===== config.mk =====
export PLATFORM = sky130hd
export DESIGN_NAME = rbst_pmul
export DESIGN_NICKNAME = d
export VERILOG_FILES = /design/src/rtl/core/rbst_pkg.sv /design/src/rtl/core/rbst_pmul.sv
export SDC_FILE = /design/constraint.sdc
export NUM_CORES = 2
export LEC_CHECK = 0
export BUFFER_PORTS_ARGS = -buffer_cell sky130_fd_sc_hd__clkbuf_2
export CORE_ASPECT_RATIO = 1.1
export CORE_MARGIN = 1
export CORE_UTILIZATION = 45
export CTS_CLUSTER_SIZE = 30
export DETAILED_ROUTE_END_ITERATION = 12
export REMOVE_ABC_BUFFERS = 1
export SYNTH_ARGS = -nofsm -noshare
export SYNTH_HDL_FRONTEND = slang
export SYNTH_SLANG_ARGS = --single-unit

===== constraint.sdc =====
create_clock -name clk -period 9.2 [get_ports clk]
set_input_delay 0.92 -clock clk [delete_from_list [all_inputs] [get_ports clk]]
set_output_delay 0.92 -clock clk [all_outputs]
set_load 0.005 [all_outputs]

===== src/rtl/core/rbst_pkg.sv =====
// Shared types and constants for the ray versus box slab test.
package rbst_pkg;

  localparam int NUM_AXES  = 3;
  localparam int NUM_PAIRS = 6;

  // Ordered axis pairs (i, j), i != j: check hi_i / den_i >= lo_j / den_j.
  localparam int PAIR_I [NUM_PAIRS] = '{0, 0, 1, 1, 2, 2};
  localparam int PAIR_J [NUM_PAIRS] = '{1, 2, 0, 2, 0, 1};

  // Load enables for the two register stages inside each product unit.
  typedef struct packed {
    logic s2;
    logic s3;
  } rbst_stg_en_t;

endpackage


===== src/rtl/core/rbst_pmul.sv =====
// Two-stage signed by unsigned multiplier built from four half-width partial products.
module rbst_pmul import rbst_pkg::*; #(
  parameter int NW = 34,
  parameter int DW = 32
) (
  input  logic                    clk,
  input  rbst_stg_en_t            en,
  input  logic signed [NW-1:0]    num,
  input  logic        [DW-1:0]    den,
  output logic signed [NW+DW-1:0] prod
);

  localparam int LW  = DW / 2;
  localparam int NHW = NW - LW;
  localparam int DHW = DW - LW;
  localparam int PW  = NW + DW;

  logic        [LW-1:0]      nl, dl;
  logic signed [NHW-1:0]     nh;
  logic        [DHW-1:0]     dh;

  logic        [2*LW-1:0]    pll_nxt, pll_r;
  logic        [LW+DHW-1:0]  plh_nxt, plh_r;
  logic signed [NHW+LW:0]    phl_nxt, phl_r;
  logic signed [NHW+DHW:0]   phh_nxt, phh_r;
  logic signed [PW-1:0]      prod_nxt, prod_r;

  assign nl = num[LW-1:0];
  assign nh = num[NW-1:LW];
  assign dl = den[LW-1:0];
  assign dh = den[DW-1:LW];

  assign pll_nxt = nl * dl;
  assign plh_nxt = nl * dh;
  assign phl_nxt = nh * $signed({1'b0, dl});
  assign phh_nxt = nh * $signed({1'b0, dh});

  always_ff @(posedge clk) begin
    if (en.s2) begin
      pll_r <= pll_nxt;
      plh_r <= plh_nxt;
      phl_r <= phl_nxt;
      phh_r <= phh_nxt;
    end
  end

  assign prod_nxt = PW'($signed({1'b0, pll_r}))
                  + (PW'($signed({1'b0, plh_r})) <<< LW)
                  + (PW'(phl_r) <<< LW)
                  + (PW'(phh_r) <<< (2 * LW));

  always_ff @(posedge clk) begin
    if (en.s3) begin
      prod_r <= prod_nxt;
    end
  end

  assign prod = prod_r;

endmodule


## Word level (Yosys, flattened, before mapping)

Index checks and enable logic that the tools add are counted.

- Logic and storage cells: 12
- Input port bits: 69
- Register bits after elaboration: 199

- Add/subtract/negate cells: 3
- $mul: 4

Operators by type and width:

| cell | count |
|---|---|
| 52-bit by 66-bit adder with 66-bit output | 1 |
| 16-bit by 16-bit multiplier with 32-bit output | 2 |
| 50-bit by 51-bit adder with 52-bit output | 1 |
| 32-bit by 48-bit adder with 49-bit output | 1 |
| 18-bit by 17-bit multiplier with 35-bit output | 1 |
| 18-bit by 17-bit multiplier with 34-bit output | 1 |

## Longest topological paths before layout

- Depth in word-level cells: 3
- Depth in mapped cells: 26
- Depth with buffers taken out: 24

## Least setup slack after synthesis

Ideal clock, no wire load.

- Path type: input to register
- Start point: input den[9]
- End point: register pll_r[31], data pin
- Buffers on the path: 2
- Stages: 24
- Slack: 2267 ps
- Arrival: 6659 ps
- Cell sequence: clkbuf_1 -> clkbuf_1 -> nand2_1 -> fa_1 -> inv_1 -> fa_1 -> inv_1 -> fa_1 -> inv_1 -> fa_1 -> fa_1 -> inv_1 -> fa_1 -> inv_1 -> ha_1 -> a21oi_1 -> o21a_1 -> o21a_1 -> a211oi_1 -> or4_4 -> a41o_1 -> or4_1 -> nand2_1 -> a211oi_2

- Longest elaborated chain between the ends: 1

Ends and longest elaborated chain:

| what | RTL line | text |
|---|---|---|
| start, declared | rbst_pmul.sv:9 | `input logic [DW-1:0] den,` |
| 16-bit by 16-bit multiplier with 32-bit output | rbst_pmul.sv:33 | `assign pll_nxt = nl * dl;` |
| via pll_nxt[31] | rbst_pmul.sv:22 | `logic [2*LW-1:0] pll_nxt, pll_r;` |
| end signal, assigned | rbst_pmul.sv:40 | `pll_r <= pll_nxt;` |
| end, declared | rbst_pmul.sv:22 |  |

The timed path passes the listed nets, and every way through them passes these cells.
A chain may end at the register's enable or synchronous reset.

## Worst setup path in the final report

- Start point: input den[20]
- End point: register plh_r[26], data pin

- Longest elaborated chain between the ends: 1

Ends and longest elaborated chain:

| what | RTL line | text |
|---|---|---|
| 16-bit by 16-bit multiplier with 32-bit output | rbst_pmul.sv:34 | `assign plh_nxt = nl * dh;` |
| via plh_nxt[26] | rbst_pmul.sv:23 | `logic [LW+DHW-1:0] plh_nxt, plh_r;` |
| end signal, assigned | rbst_pmul.sv:41 | `plh_r <= plh_nxt;` |
| end, declared | rbst_pmul.sv:23 |  |

The timed path passes the listed nets, and every way through them passes these cells.

==> results summary <==
The starting utilization of the core area is 45.4%. By instance count, the cell type seen most on the critical path is sky130_fd_sc_hd__fa_1. The async set-or-reset flop fraction in the synthesized netlist came out at 0%. The number of I/O pins is 135. The compound-gate portion of the synthesized area came out at 6.39%. Summed over all instances, the cell type with the most area after synthesis is sky130_fd_sc_hd__fa_1. The flow ran to the end, and the final reports show no timing, DRC or antenna violations. The global-route total usage across every layer came out at 23.9%. The detailed-route DRC error count is 0. Setup slack on the worst reg-to-reg path comes out at 2.27 ns.

The CTS tree is built. The iteration-0 DRC count of the detailed router came out at 2104. The highest metal layer carrying signal wires in the routed design is met5. In this run the cell area of the synthesized design comes to 49500 um^2.

The final count of hold timing violations was 0. The final weighted congestion of routability-driven global placement is 0.888. The core region is 109000 um^2. The average detailed-routed wire length per instance came out at 18.4 um.

In this run the worst path has a maximum fanout of 34. The tree is rooted in a sky130_fd_sc_hd__clkbuf_16. The transition at the pin with the smallest max-transition slack is 0.983 ns. The die outline height came out at 350 um. After clock tree synthesis, the clock-pin slew on the worst setup and hold paths is 0.10 ns.

Summing over every cut layer, the via total after detailed routing is 35168. Data on the critical path arrives at its endpoint at 7.72 ns. The routed design uses 58.5 mm of met2 wire.

The worst setup path is launched from an input pin. The total of warnings raised by yosys came out at 0. In this run the horizontal extent of the chip is 318 um.

The clock sink count came out at 199. The total die area came out at 111000 um^2. The worst slack at placement came out at 1.24 ns. The number of flops mapped to enable cells by yosys is 199. The sequential area share after synthesis is 12.1%. The number of resized instances in the post-cts repair step came out at 0. The worst hold path was traced through 0 stages. The final total negative setup slack came out at 0 ns. The setup-violating endpoint count in the final report came out at 0. The initialized floorplan defines 127 standard-cell rows. Buffers inserted to repair hold after CTS numbered 0. The largest individual stage delay along the critical path comes from the cell sky130_fd_sc_hd__a221oi_1. The number of detailed-routing iterations run before antenna repair is 5. The number of pins exceeding their max-slew limit in the final report came out at 0.

The critical path is of the input pin to flop type. The number of global-route vias before repair came out at 37935. The final layout contains routed wiring with a total length of 125 mm. Ranked by total cell area, the synthesized netlist is headed by sky130_fd_sc_hd__fa_1 40%, sky130_fd_sc_hd__ha_1 12%, sky130_fd_sc_hd__edfxtp_1 12%. The shortest clock period the worst path allows after layout came out at 7.42 ns. In the synthesized netlist the dominant register cell turns out to be sky130_fd_sc_hd__edfxtp_1.

The half-perimeter wire length after detailed placement is 99.7 mm. The TritonCTS buffer count is 17. Summing the areas of all xor and xnor instances in the mapped netlist gives 3.36% of the synthesized area. The count of buffers added by post-CTS timing repair for setup is 0. The worst register-to-register path has a depth of 21. The share of synthesized cell area in and, or, nand and nor gates came out at 14.5%.

The critical path runs through a total of 22 cells. The cell class contributing the biggest share of worst-path delay is adder cells. The average instance in the mapped netlist occupies 9.26 um^2. The number of nets in the finished design is 6880. The data required time at the worst endpoint came out at 9.50 ns.

By area, the combinational part of the netlist is dominated by adder cells. Setup repair after global routing left no endpoint under its margin. The worst pin sits at a relative slew slack of 34.5%. The portion of the clock cycle consumed by the worst path in the final layout is 80.6%.

On the worst path, the slowest cell contributes a delay of 0.61 ns. The count of different cell masters after synthesis is 75. The synthesized flop and latch total came out at 199. The final core utilization is 47.9%.

The sum of overflow across all layers after global routing is 0. The synthesized netlist cell count came out at 5342. The first-pass GRT wire length is 206 mm. The multiplexer fraction of the synthesized cell area came out at 0.0228%. Traced cell by cell, the critical path runs through clkbuf_2 -> and2_1 -> fa_1 -> inv_1 -> fa_1 -> inv_1 -> ha_1 -> fa_1 -> inv_1 -> fa_1 -> fa_1 -> inv_1 -> ha_1 -> a21o_1 -> a21o_1 -> o31ai_1 -> nand2b_1 -> a221oi_1 -> o21a_1 -> a211oi_1 -> o211a_1 -> a311o_1. The highest achievable clock rate came out at 135 MHz.

The count of buffer and inverter cells on the critical path came out at 5. The initial antenna violation count came out at 7. For the final database, setup skew stands at 0.0232 ns. The number of H-tree branching levels came out at 4.

STA classifies the critical path endpoint as a flop. The detail route stage leaves a number of antenna-violating nets equal to 0. In the final routing, the length of wire on met1 measures 53.8 mm. The adder-cell area share of the yosys netlist came out at 52.1%. The clock network latency to the later pin of the worst-skew pair came out at 0.54 ns.

The number of inserted filler cells in the final layout is 10535. The area overhead of the layout relative to synthesis came out at 5.54%. The ratio of routed vias to standard cells came out at 5.19.

The total of buffers placed on input and output ports came out at 134. The class of the tightest hold or removal check is flop to flop. Entering global routing, the biggest net connects 73 pins. The area share of the largest cell type after synthesis came out at 40.0%. The wire length on met3 is 7.96 mm. The maximum number of buffers from clock root to sink is 2. The number of maximum-capacitance violations came out at 0. Setup slack on the critical path of the routed design comes to 1.78 ns. The fraction of final layout cells sized beyond drive strength 1 came out at 4.54%.
[worst paths after layout]
kind         startpoint        end
max             den[20]  plh_r[26]
min            pll_r[8]    prod[8]
max reg2reg   pll_r[16]   prod[63]
min reg2reg    pll_r[8]    prod[8]
[cells by family (layout without fill, tap and decap cells)]
| family | count (synthesis) | after routing |
|---|---|---|
| compound gates | 487 | 487 |
| xor+xnor | 190 | 190 |
| fa+ha+maj | 1467 | 1467 |
| buf+inv | 1515 | 1529 |
| flops | 199 | 199 |
| mux | 1 | 1 |
| other cells | 0 | 3 |
| simple gates | 1483 | 1483 |
[through the flow]
step,hold slack (ns),instance area (um^2),std cells
after global routing,0.425,52200,6776
after global placement,0.401,51600,6744
final,0.418,52200,6778
after detailed placement,0.405,51600,6744
after floorplan,0.400,48700,5128
after CTS,0.417,52200,6775
[layout by cell type, fill, tap and decap left out, types with 79 or more instances in the layout]
master	n
sky130_fd_sc_hd__a21o_1	79
sky130_fd_sc_hd__a21oi_1	151
sky130_fd_sc_hd__and2_1	472
sky130_fd_sc_hd__clkbuf_2	132
sky130_fd_sc_hd__edfxtp_1	199
sky130_fd_sc_hd__fa_1	988
sky130_fd_sc_hd__ha_1	479
sky130_fd_sc_hd__inv_1	1301
sky130_fd_sc_hd__nand2_1	721
sky130_fd_sc_hd__nor2_1	94
sky130_fd_sc_hd__xnor2_1	134
[cell usage after synthesis (7+ instances only)]
library cell               number
sky130_fd_sc_hd__a21oi_1      151
sky130_fd_sc_hd__nor2b_1       14
sky130_fd_sc_hd__a31oi_1       17
sky130_fd_sc_hd__nand4_1       16
sky130_fd_sc_hd__clkbuf_1     212
sky130_fd_sc_hd__nand2_1      721
sky130_fd_sc_hd__a21o_1        79
sky130_fd_sc_hd__o211ai_1       8
sky130_fd_sc_hd__and3_1        22
sky130_fd_sc_hd__inv_1       1301
sky130_fd_sc_hd__nand2b_1      24
sky130_fd_sc_hd__or3_1          7
sky130_fd_sc_hd__nor2_1        94
sky130_fd_sc_hd__o21ai_0       49
sky130_fd_sc_hd__o21a_1        21
sky130_fd_sc_hd__edfxtp_1     199
sky130_fd_sc_hd__ha_1         479
sky130_fd_sc_hd__o31a_1         7
sky130_fd_sc_hd__fa_1         988
sky130_fd_sc_hd__a211o_1        7
sky130_fd_sc_hd__o21bai_1      28
sky130_fd_sc_hd__nor3_1        30
sky130_fd_sc_hd__nand3_1       51
sky130_fd_sc_hd__and2_1       472
sky130_fd_sc_hd__a211oi_1      21
sky130_fd_sc_hd__xnor2_1      134
sky130_fd_sc_hd__nor4_1         9
sky130_fd_sc_hd__o21ai_1       33
sky130_fd_sc_hd__xor2_1        56
[final cells by class]
cell class	count	area [um^2]	area share, %
multi-input cells	3628	37800	72.4
flip-flops and latches	199	5980	11.4
inverters	1301	4880	9.35
well taps	1419	1780	3.40
repair buffers	197	1160	2.23
clock buffers	18	429	0.822
clock inverters	13	166	0.319
diodes	3	7.51	0.0144
[state kept, by name, summed over array words and instances (netlist names)]
signal,flops
phh_r,34
phl_r,35
pll_r,32
prod,66
plh_r,32
[worst reg2reg max path, stage by stage (launching register included)]
cell	delay, ns
sky130_fd_sc_hd__edfxtp_1	0.38
sky130_fd_sc_hd__ha_1	0.24
sky130_fd_sc_hd__fa_1	0.40
sky130_fd_sc_hd__a21o_1	0.20
sky130_fd_sc_hd__a21oi_1	0.24
sky130_fd_sc_hd__o21ai_1	0.19
sky130_fd_sc_hd__o2111ai_1	0.30
sky130_fd_sc_hd__nand3_1	0.14
sky130_fd_sc_hd__a31oi_1	0.24
sky130_fd_sc_hd__o21ai_1	0.35
sky130_fd_sc_hd__a21oi_1	0.48
sky130_fd_sc_hd__fa_1	0.50
sky130_fd_sc_hd__ha_1	0.42
sky130_fd_sc_hd__nand4_1	0.17
sky130_fd_sc_hd__or3_1	0.34
sky130_fd_sc_hd__a211oi_1	0.50
sky130_fd_sc_hd__o21bai_1	0.34
sky130_fd_sc_hd__a21oi_1	0.30
sky130_fd_sc_hd__o21ai_1	0.18
sky130_fd_sc_hd__a31oi_1	0.43
sky130_fd_sc_hd__a221oi_1	0.18
sky130_fd_sc_hd__xnor2_1	0.16
[routing by layer]
layer	vias up	GRT usage, %
li1	16138	-
met1	17989	31.3
met2	883	39.8
met3	154	4.18
met4	4	8.86
met5	-	0
Power is left out: the tool's default activity adds up to more than one toggle a clock period on the data nets, which glitch-free logic cannot reach.
